$ cat config.mk
export PLATFORM = sky130hd
export DESIGN_NAME = asd_ctrl
export DESIGN_NICKNAME = d
export VERILOG_FILES = /design/src/design/asd_pkg.sv /design/src/design/asd_ctrl.sv
export SDC_FILE = /design/constraint.sdc
export NUM_CORES = 1
export LEC_CHECK = 0
export ABC_AREA = 1
export BUFFER_PORTS_ARGS = -buffer_cell sky130_fd_sc_hd__clkbuf_2
export CAP_MARGIN = 10
export CORE_UTILIZATION = 35
export CTS_CLUSTER_SIZE = 12
export DETAILED_ROUTE_END_ITERATION = 10
export PLACE_DENSITY = 0.77
export SYNTH_ARGS = -nofsm -noshare
export SYNTH_HDL_FRONTEND = slang
export SYNTH_SLANG_ARGS = --single-unit
$ cat constraint.sdc
create_clock -name clk_i -period 1.41 [get_ports clk_i]
set_clock_uncertainty 0.05 [all_clocks]
set_input_delay 0.141 -clock clk_i [delete_from_list [all_inputs] [get_ports clk_i]]
set_output_delay 0.141 -clock clk_i [all_outputs]
set_load 0.02 [all_outputs]
$ cat src/design/asd_pkg.sv
// Shared types and constants for the accepting SCC detector.
// Used by asd_ctrl, asd_datapath and the top level; no dependencies.
package asd_pkg;

  localparam int NODE_W        = 10;
  localparam int MAX_NODES_DEF = 1024;
  localparam int MAX_EDGES_DEF = 4096;

  typedef enum logic [1:0] {
    MODE_CLEAR  = 2'd0,
    MODE_ADD    = 2'd1,
    MODE_MARK   = 2'd2,
    MODE_SEARCH = 2'd3
  } mode_e;

  typedef struct packed {
    mode_e             mode;
    logic [NODE_W-1:0] node_a;
    logic [NODE_W-1:0] node_b;
  } req_t;

  typedef struct packed {
    logic holds;
    logic edge_overflow;
  } rsp_t;

  typedef enum logic [3:0] {
    ST_SWEEP,
    ST_IDLE,
    ST_ADD,
    ST_SCHK,
    ST_ENTER,
    ST_HEAD,
    ST_EDGE,
    ST_TGT,
    ST_CHK,
    ST_FIN,
    ST_PW,
    ST_PA,
    ST_RET,
    ST_POPF,
    ST_PLOW,
    ST_REPORT
  } state_e;

  typedef struct packed {
    state_e op;
    logic   take;
  } cmd_t;

  typedef struct packed {
    logic ab_ok;
    logic full;
    logic can_search;
    logic vis_zero;
    logic edge_none;
    logic is_root;
    logic single_pop;
    logic pa_last;
    logic acc_hit;
    logic depth_zero;
    logic sweep_done;
    logic out_busy;
  } stat_t;

endpackage

$ cat src/design/asd_ctrl.sv
// Sequencer for the accepting SCC detector: load items and the SCC walk.
// Depends on asd_pkg; drives asd_datapath through cmd_t, reads stat_t.
module asd_ctrl import asd_pkg::*; (
  input  logic   clk_i,
  input  logic   rst_ni,
  input  logic   in_valid_i,
  input  req_t   in_req_i,
  output logic   in_ready_o,
  input  stat_t  stat_i,
  output cmd_t   cmd_o
);

  state_e state_q, state_d;

  always_ff @(posedge clk_i or negedge rst_ni) begin
    if (!rst_ni) begin
      state_q <= ST_SWEEP;
    end else begin
      state_q <= state_d;
    end
  end

  always_comb begin
    state_d    = state_q;
    in_ready_o = 1'b0;
    cmd_o.op   = state_q;
    cmd_o.take = 1'b0;
    case (state_q)
      ST_SWEEP: if (stat_i.sweep_done) state_d = ST_IDLE;
      ST_IDLE: begin
        in_ready_o = 1'b1;
        cmd_o.take = in_valid_i;
        if (in_valid_i) begin
          case (in_req_i.mode)
            MODE_CLEAR:  state_d = ST_SWEEP;
            MODE_ADD:    if (stat_i.ab_ok && !stat_i.full) state_d = ST_ADD;
            MODE_MARK:   state_d = ST_IDLE;
            MODE_SEARCH: state_d = stat_i.can_search ? ST_SCHK : ST_REPORT;
            default:     state_d = ST_IDLE;
          endcase
        end
      end
      ST_ADD:   state_d = ST_IDLE;
      ST_SCHK:  state_d = stat_i.vis_zero ? ST_ENTER : ST_REPORT;
      ST_ENTER: state_d = ST_HEAD;
      ST_HEAD:  state_d = ST_EDGE;
      ST_EDGE:  state_d = stat_i.edge_none ? ST_FIN : ST_TGT;
      ST_TGT:   state_d = ST_CHK;
      ST_CHK:   state_d = stat_i.vis_zero ? ST_ENTER : ST_EDGE;
      ST_FIN:   state_d = stat_i.is_root ? ST_PW : ST_RET;
      ST_PW:    state_d = stat_i.single_pop ? ST_RET : ST_PA;
      ST_PA: begin
        if (stat_i.pa_last) begin
          state_d = stat_i.acc_hit ? ST_REPORT : ST_RET;
        end else begin
          state_d = ST_PW;
        end
      end
      ST_RET:    state_d = stat_i.depth_zero ? ST_REPORT : ST_POPF;
      ST_POPF:   state_d = ST_PLOW;
      ST_PLOW:   state_d = ST_EDGE;
      ST_REPORT: if (!stat_i.out_busy) state_d = ST_IDLE;
      default:   state_d = ST_IDLE;
    endcase
  end

endmodule

==> results of run 1 <==
cell usage in the layout (no fill, tap or decap), drive strengths merged:
cell type	synthesis	routed
a21oi	1	1
buf	1	15
clkbuf	0	23
dfrtp	4	4
dlygate4sd3	0	1
inv	18	18
nand2	36	36
nand3	14	14
nand3b	2	2
nor2	26	26
o211ai	1	1
o21ai	5	5
final timing paths:
path / cells after the start / start / endpoint / slack (ns)
max in group asynchronous: 2 / rst_ni / state_q[2]$_DFFE_PN0P_ / 0.99
max: 5 / state_q[1]$_DFFE_PN0P_ / cmd_o[0] / 0.02
min in group asynchronous: 2 / rst_ni / state_q[3]$_DFFE_PN0P_ / 0.19
min reg2reg: 3 / state_q[0]$_DFFE_PN0P_ / state_q[0]$_DFFE_PN0P_ / 0.66
min: 3 / stat_i[0] / state_q[3]$_DFFE_PN0P_ / 0.16
max reg2reg: 9 / state_q[2]$_DFFE_PN0P_ / state_q[2]$_DFFE_PN0P_ / 0.02
stage by stage:
| step | hold slack, ns | setup TNS, ns | instances | power, uW |
|---|---|---|---|---|
| after floorplan | -0.205 | 0 | 108 | 1050 |
| after global placement | -0.104 | 0 | 146 | 1290 |
| after detailed placement | -0.102 | -0.0118 | 146 | 1310 |
| after CTS | 0.151 | 0 | 161 | 1730 |
| after global routing | 0.169 | -0.141 | 162 | 2020 |
| final | 0.164 | 0 | 162 | 1880 |
worst min-delay path, cell delays in order:
cell and delay [ns]:
clkbuf_2 0.10, nand3_4 0.11, nand2_1 0.06
area by class of cell:
| cell class | instances | area, sq um |
|---|---|---|
| well taps | 16 | 20.0 |
| fillers | 153 | 632 |
| multi-input cells | 85 | 455 |
| repair buffers | 36 | 236 |
| flip-flops and latches | 4 | 105 |
| inverters | 18 | 70.1 |
| clock buffers | 3 | 22.5 |
power groups by stage:
stage | Combinational [uW] | Clock [uW] | Sequential, uW
finish | 1460 | 138 | 282
global route | 1570 | 156 | 292
CTS | 1320 | 142 | 268
detailed placement | 1030 | 0 | 286
global placement | 1000 | 0 | 285
floorplan | 735 | 0 | 311
logic make-up after synthesis:
| logic type | count (synthesis) | share of synthesized area [%] |
|---|---|---|
| buffers and inverters | 19 | 13.2 |
| AO/OA/AOI/OAI | 7 | 8.18 |
| AND/OR/NAND/NOR | 78 | 61.8 |
| flip-flops | 4 | 16.8 |
timing repair:
action,in CTS,in global routing
hold endpoints to repair,4,0
resized for setup,5,12
pin swaps,2,3
setup endpoints to repair,6,6
buffers inserted,11,1
hold buffers,1,0
metal layers:
metal / track usage (%) / wire length [microns] / vias to the layer above
met5: 0 / 0 / -
met4: 6.06 / 14 / 0
met3: 2.55 / 137 / 2
met2: 34.3 / 903 / 42
met1: 26.8 / 700 / 348
li1: - / - / 410
==> flow_metrics.tcl, run 1 <==
set metrics [dict create \
    status "finished clean" \
    yosysUniqueCellTypes 17 \
    netSwitchingFraction_pct 51.8 \
    relSlewSlack_pct 84.8 \
    largest_reg_flops 4 \
    slowest_delay_ns 0.44 \
    synth_top_area_cell "nand2_1" \
    start_util_pct 38.7 \
    rsz0062_at_grt "yes" \
    regMostFlops "state_q" \
    vias 802 \
    synth.most_common_cell "nand2_1" \
    synthArstFlopShare_pct 100 \
    grt_pass1_vias 686 \
    drv_slew 0 \
    utilization_pct 59.0 \
    p_seq_share_pct 15.0 \
    hold_path.class "input pin to flop" \
    yosys_register_bits 4 \
    grt_first_pass_wirelength_microns 2880 \
    maxCapViolCount 0 \
    core_region_area_sq_um 1540 \
    largestRegisters "state_q (4)" \
    critical-path-top-delay-family "flip-flops" \
    critPathRequiredTime_ns 1.22 \
    rows 14 \
    cts_tree "built" \
    finalCriticalPeriod_ns 1.39 \
    fp.dieH_microns 43.3 \
    path_class "flop to output port" \
    cp-end-kind "output port" \
    routed_via_density 4.95 \
    clockRootBuffer "clkbuf_4" \
    syn_nets 145 \
    ant_nets 0 \
    combPwrFrac_pct 77.6 \
    first_iter_violations 46 \
    synth_warnings 0 \
    drive_gt1_share_pct 43.2 \
    p_clk_share_pct 7.4 \
    cp_max_fo 4 \
    dieArea_sq_um 1870 \
    synth-edff-count 0 \
    synth_area_sq_um 597 \
    path_clk_slew_ns 0.04 \
    finalWirelength_microns 1760 \
    drc_errors 0 \
    worstPathCellList "buf_12 -> nor2_8 -> nand2_4 -> nor2_1 -> buf_4" \
    postSynthCellCount 108 \
    cts.path.max_buffers 2 \
    synth-main-ff-cell "dfrtp_1" \
    dp_hpwl_microns 1250 \
    synth_top_area_share_pct 22.0 \
    cp_slowest_cell "dfrtp_2" \
    firstDrtPassIters 4 \
    clock.fmax_ghz 0.718 \
    finalCritPeriodShare_pct 98.8 \
    start_kind "flop" \
    clock_sinks 4 \
    gp_congestion 0.850 \
    yosys-top-cells-count "nand2_1 (35), nor2_1 (21), nand3_1 (13), inv_1 (11), inv_2 (7)" \
    setup_viol 0 \
    worstMarginPinSlew_ns 0.227 \
    post-place-ws_ns -0.0116 \
    io_buffer_count 22 \
    intPower_uw 906 \
    peakVddDrop_uv 1080 \
    wire_per_inst_microns 10.8 \
    setup_slack_ns 0.0172 \
    stdcell_area_sq_um 910 \
    clk_latency_ns 0.23 \
    place_area_sq_um 736 \
    layout.nets 185 \
    avgSynthCellArea_sq_um 5.53 \
    p_leak_uw 0.000537 \
    switching_power_uw 973 \
    crit_arrival_ns 1.20 \
    hold_viol_final 0 \
    io_pins 43 \
    power_density_nw_per_um2 2070 \
    cts_made_buffers 3 \
    chipWidth_microns 43.3 \
    grt_overflow_total 0 \
    area_delta_synth_final_pct 52.4 \
    ys_seq_area_share_pct 16.8 \
    path_buf_inv 2 \
    synth_area_leaders "nand2_1 (22%), dfrtp_1 (17%), nor2_1 (13%), nand3_1 (11%), inv_1 (6.9%)" \
    grt_max_degree 8 \
    grt_antenna_before_repair 0 \
    htree_levels 1 \
    diodes 0 \
    grt_use_total_pct 20.3 \
]
No activity file was read; power rests on OpenSTA's default activity.
==> inputs of run 2 (changes only) <==
PLACE_DENSITY = 0.79   (was 0.77)
clock period = 1.2 ns   (was 1.41 ns; I/O delays follow)
==> run 2 against run 1 <==
The flow now finishes with violations (setup timing). Non-clock buffer count rose by 8. Flip-flop and latch count is the same. Largest power group unchanged. Highest routed layer unchanged. Via count up 4.5%. Count of clock-buffer cells in the layout is the same.
==> flow_metrics.tcl, run 2 (synthesized netlist as in run 1, its figures left out) <==
set metrics [dict create \
    layout_common_cells "nand2_1 (34), clkbuf_2 (20), nor2_1 (18)" \
    worstPathCellList "nor2_4 -> buf_6 -> inv_2 -> nor2_1 -> nand2_1 -> o21ai_4 -> nor2_4 -> nand2_1 -> nand2_1" \
    grt_pass1_vias 755 \
    start_util_pct 38.7 \
    dieArea_sq_um 1870 \
    chipWidth_microns 43.3 \
    htree_levels 1 \
    area_delta_synth_final_pct 65.4 \
    grt_first_pass_wirelength_microns 2910 \
    cts_made_buffers 3 \
    diodes 0 \
    cp_slowest_cell "dfrtp_2" \
    path_buf_inv 2 \
    drc_errors 0 \
    hold_path.class "input pin to async pin" \
    rsz0062_at_grt "yes" \
    slowest_delay_ns 0.45 \
    utilization_pct 64.0 \
    peakVddDrop_uv 1490 \
    final_common_cell "nand2_1" \
    path_clk_slew_ns 0.04 \
    critical-path-top-delay-family "simple AND/OR/NAND/NOR gates" \
    routed_via_density 4.93 \
    drive_gt1_share_pct 47.4 \
    core_region_area_sq_um 1540 \
    status "complete, but fails checks" \
    cp_common_cell "nand2_1" \
    p_leak_uw 0.000578 \
    path_class "flop to flop" \
    crit_arrival_ns 1.46 \
    finalWirelength_microns 1840 \
    whs_ns 0.193 \
    maxCapViolCount 0 \
    largest_reg_flops 4 \
    drv_slew 0 \
    clock_sinks 4 \
    finalCritPeriodShare_pct 117 \
    r2r_slack_ns -0.20 \
    io_pins 43 \
    hold_viol_final 0 \
    setup_slack_ns -0.202 \
    clk_latency_ns 0.24 \
    wire_per_inst_microns 10.8 \
    worstMarginPinSlew_ns 0.257 \
    post-place-ws_ns -0.129 \
    clock.fmax_ghz 0.713 \
    cts_tree "built" \
    io_buffer_count 22 \
    grt_max_degree 7 \
    total_power_uw 2490 \
    power_density_nw_per_um2 2520 \
    regMostFlops "state_q" \
    fp.dieH_microns 43.3 \
    grt_use_total_pct 20.9 \
    largestRegisters "state_q (4)" \
    dp_hpwl_microns 1280 \
    grt_overflow_total 0 \
    failed_checks "setup timing" \
    grt_antenna_before_repair 0 \
    clockRootBuffer "clkbuf_4" \
    cts.path.max_buffers 2 \
    first_iter_violations 34 \
    relSlewSlack_pct 82.7 \
    vias 838 \
    layout.nets 193 \
    rows 14 \
    finalCriticalPeriod_ns 1.40 \
    setup_viol 6 \
    critPathRequiredTime_ns 1.26 \
    firstDrtPassIters 4 \
    setup_tns_ns -1.03 \
    ant_nets 0 \
    cp_max_fo 5 \
    gp_congestion 0.889 \
    start_kind "flop" \
    cp-end-kind "flop" \
]
## run 2: path summary, 6_finish.rpt
kind | end | startpoint | cells after the start
min in group clk_i | state_q[1]$_DFFE_PN0P_ | stat_i[0] | 4
max in group asynchronous | state_q[0]$_DFFE_PN0P_ | rst_ni | 2
worst min register to register | state_q[0]$_DFFE_PN0P_ | state_q[0]$_DFFE_PN0P_ | 4
worst max-delay path | state_q[0]$_DFFE_PN0P_ | state_q[2]$_DFFE_PN0P_ | 9
worst min-delay path | state_q[2]$_DFFE_PN0P_ | rst_ni | 2
worst max register to register | state_q[0]$_DFFE_PN0P_ | state_q[2]$_DFFE_PN0P_ | 9
## run 2: timing repair
action,4_1_cts,5_1_grt
setup endpoints to repair,6,7
hold buffers,1,0
hold endpoints to repair,4,0
buffers inserted,16,1
gates resized for setup,7,10
pin swaps,7,5
## run 2: worst reg2reg max path: stages, from the launching register on
cell and delay, ns:
dfrtp_2 0.45, nor2_4 0.19, buf_6 0.13, inv_2 0.03, nor2_1 0.08, nand2_1 0.09, o21ai_4 0.08, nor2_4 0.06
nand2_1 0.06, nand2_1 0.05
## run 2: cell type report
type                            count  area, sq um
Tap cell                           16         20.0
Fill cell                         147          554
Multi-Input combinational cell     85          463
Clock buffer                        3         22.5
Timing Repair Buffer               44          309
Inverter                           18         67.6
Sequential cell                     4          105
## run 2: metal layers
layer / global-route usage [%] / routed length (microns) / vias up
li1: - / - / 424
met1: 24.9 / 667 / 364
met2: 36.4 / 967 / 42
met3: 2.13 / 164 / 8
met4: 10.9 / 46 / 0
met5: 0 / 0 / -
## run 2: stage by stage
stage	instance area (sq um)	instances
after floorplan	617	108
after global placement	766	149
after detailed placement	766	149
after CTS	940	169
after global routing	987	170
final	987	170
## run 2: report_power, final
part	total, uW	leakage [uW]	switching, uW	internal (uW)
registers	317	0.0000463	107	210
clock network	166	0.0000138	54.2	112
logic	2010	0.000518	1060	944
==> inputs of run 3 (changes only) <==
BUFFER_PORTS_ARGS = -buffer_cell sky130_fd_sc_hd__buf_2   (was -buffer_cell sky130_fd_sc_hd__clkbuf_2)
PLACE_DENSITY = 0.77   (was 0.79)
clock period = 1.4 ns   (was 1.2 ns; I/O delays follow)
==> run 3 against run 2 <==
The run still ends with setup timing left. Clock power fell by 17%. Via count fell by 5.0%. Die area stayed put. Critical path depth is 5 lower. Critical path type is now flop to output port.
==> flow_metrics.tcl, run 3 (synthesized netlist as in run 1, its figures left out) <==
set metrics [dict create \
    clk_latency_ns 0.23 \
    grt_antenna_before_repair 0 \
    post-place-ws_ns -0.0127 \
    diodes 0 \
    grt_pass1_vias 670 \
    fill_cells 150 \
    grt_max_degree 9 \
    p_leak_uw 0.000531 \
    layout.nets 183 \
    finalCritPeriodShare_pct 101 \
    setup_viol 1 \
    rows 14 \
    relSlewSlack_pct 83.5 \
    peakVddDrop_uv 978 \
    htree_levels 1 \
    dp_hpwl_microns 1170 \
    cts_made_buffers 3 \
    clockRootBuffer "clkbuf_4" \
    path_clk_slew_ns 0.04 \
    hold_viol_final 0 \
    routed_via_density 4.98 \
    firstDrtPassIters 5 \
    cp_max_fo 6 \
    cts_tree "built" \
    grt_overflow_total 0 \
    total_power_uw 1840 \
    finalCriticalPeriod_ns 1.41 \
    crit_arrival_ns 1.22 \
    fp.dieH_microns 43.3 \
    cp-end-kind "output port" \
    vias 796 \
    io_pins 43 \
    largest_reg_flops 4 \
    clock_sinks 4 \
    core_region_area_sq_um 1540 \
    start_kind "flop" \
    start_util_pct 38.7 \
    power_density_nw_per_um2 2060 \
    gp_congestion 0.858 \
    grt_use_total_pct 17.7 \
    status "complete, but fails checks" \
    dieArea_sq_um 1870 \
    maxCapViolCount 0 \
    io_buffer_count 22 \
    cp_slowest_cell "dfrtp_2" \
    rsz0062_at_grt "yes" \
    final_common_cell "nand2_1" \
    finalWirelength_microns 1590 \
    whs_ns 0.176 \
    utilization_pct 58.0 \
    critPathRequiredTime_ns 1.21 \
    drc_errors 0 \
    setup_slack_ns -0.0103 \
    chipWidth_microns 43.3 \
    layout_common_cells "nand2_1 (34), buf_2 (20), nor2_1 (19)" \
    regMostFlops "state_q" \
    path_class "flop to output port" \
    worstMarginPinSlew_ns 0.247 \
    failed_checks "setup timing" \
    ant_nets 0 \
    worstPathCellList "nor2_4 -> nand2_4 -> nor2_1 -> buf_4" \
    area_delta_synth_final_pct 49.7 \
    largestRegisters "state_q (4)" \
    drive_gt1_share_pct 43.1 \
    cts.path.max_buffers 2 \
    drv_slew 0 \
    first_iter_violations 33 \
    clock.fmax_ghz 0.709 \
    slowest_delay_ns 0.45 \
    wire_per_inst_microns 9.96 \
    grt_first_pass_wirelength_microns 2550 \
    hold_path.class "input pin to flop" \
]
run 3: what timing repair did:
item | 4_1_cts | 5_1_grt
pin swaps | 2 | 7
endpoints found under the setup margin | 6 | 6
hold endpoints to repair | 4 | 0
resized for setup | 5 | 11
setup buffers | 7 | 3
hold buffers | 1 | 0
run 3: layer usage:
layer | vias up | routed length (microns) | part of all wire [%] | track usage [%]
met5 | - | 0 | 0 | 0
met4 | 0 | 25 | 1.6 | 6.06
met3 | 4 | 99 | 6.2 | 2.55
met2 | 34 | 822 | 52 | 30.4
met1 | 351 | 646 | 41 | 22.3
li1 | 407 | - | - | -
run 3: per-stage QoR:
| step | TNS [ns] | area [sq um] | cells |
|---|---|---|---|
| 2_1_floorplan | 0 | 597 | 108 |
| 3_3_place_gp | 0 | 736 | 146 |
| 3_5_place_dp | -0.0321 | 736 | 146 |
| 4_1_cts | -0.000351 | 828 | 157 |
| 5_1_grt | -0.278 | 893 | 160 |
| 6_report | -0.0103 | 893 | 160 |
run 3: final timing paths:
path / from / endpoint / slack, ns / depth (start not counted)
worst max-delay path: state_q[2]$_DFFE_PN0P_ / cmd_o[0] / -0.01 / 4
worst min-delay path: stat_i[0] / state_q[2]$_DFFE_PN0P_ / 0.18 / 3
worst max register to register: state_q[2]$_DFFE_PN0P_ / state_q[0]$_DFFE_PN0P_ / 0.01 / 7
worst min register to register: state_q[0]$_DFFE_PN0P_ / state_q[0]$_DFFE_PN0P_ / 0.61 / 2
max in group asynchronous: rst_ni / state_q[0]$_DFFE_PN0P_ / 0.97 / 2
min in group asynchronous: rst_ni / state_q[3]$_DFFE_PN0P_ / 0.20 / 2
run 3: cell type report:
type | instances | area, sq um | area share, %
Tap cell | 16 | 20.0 | 2.24
Inverter | 18 | 70.1 | 7.84
Clock buffer | 3 | 22.5 | 2.52
Timing Repair Buffer | 34 | 228 | 25.5
Sequential cell | 4 | 105 | 11.8
Multi-Input combinational cell | 85 | 448 | 50.1
run 3: report_power, final:
part | internal [uW] | leakage [uW] | switching (uW)
Clock | 95.5 | 0.0000138 | 41.8
Sequential | 180 | 0.0000463 | 117
Combinational | 624 | 0.000471 | 780
Total | 900 | 0.000531 | 939
run 3: worst max-delay path, delay by kind of cell (launching register included):
kind,cells,cell delay [ns]
buf+inv,1,0.14
simple gates,3,0.39
flops,1,0.45
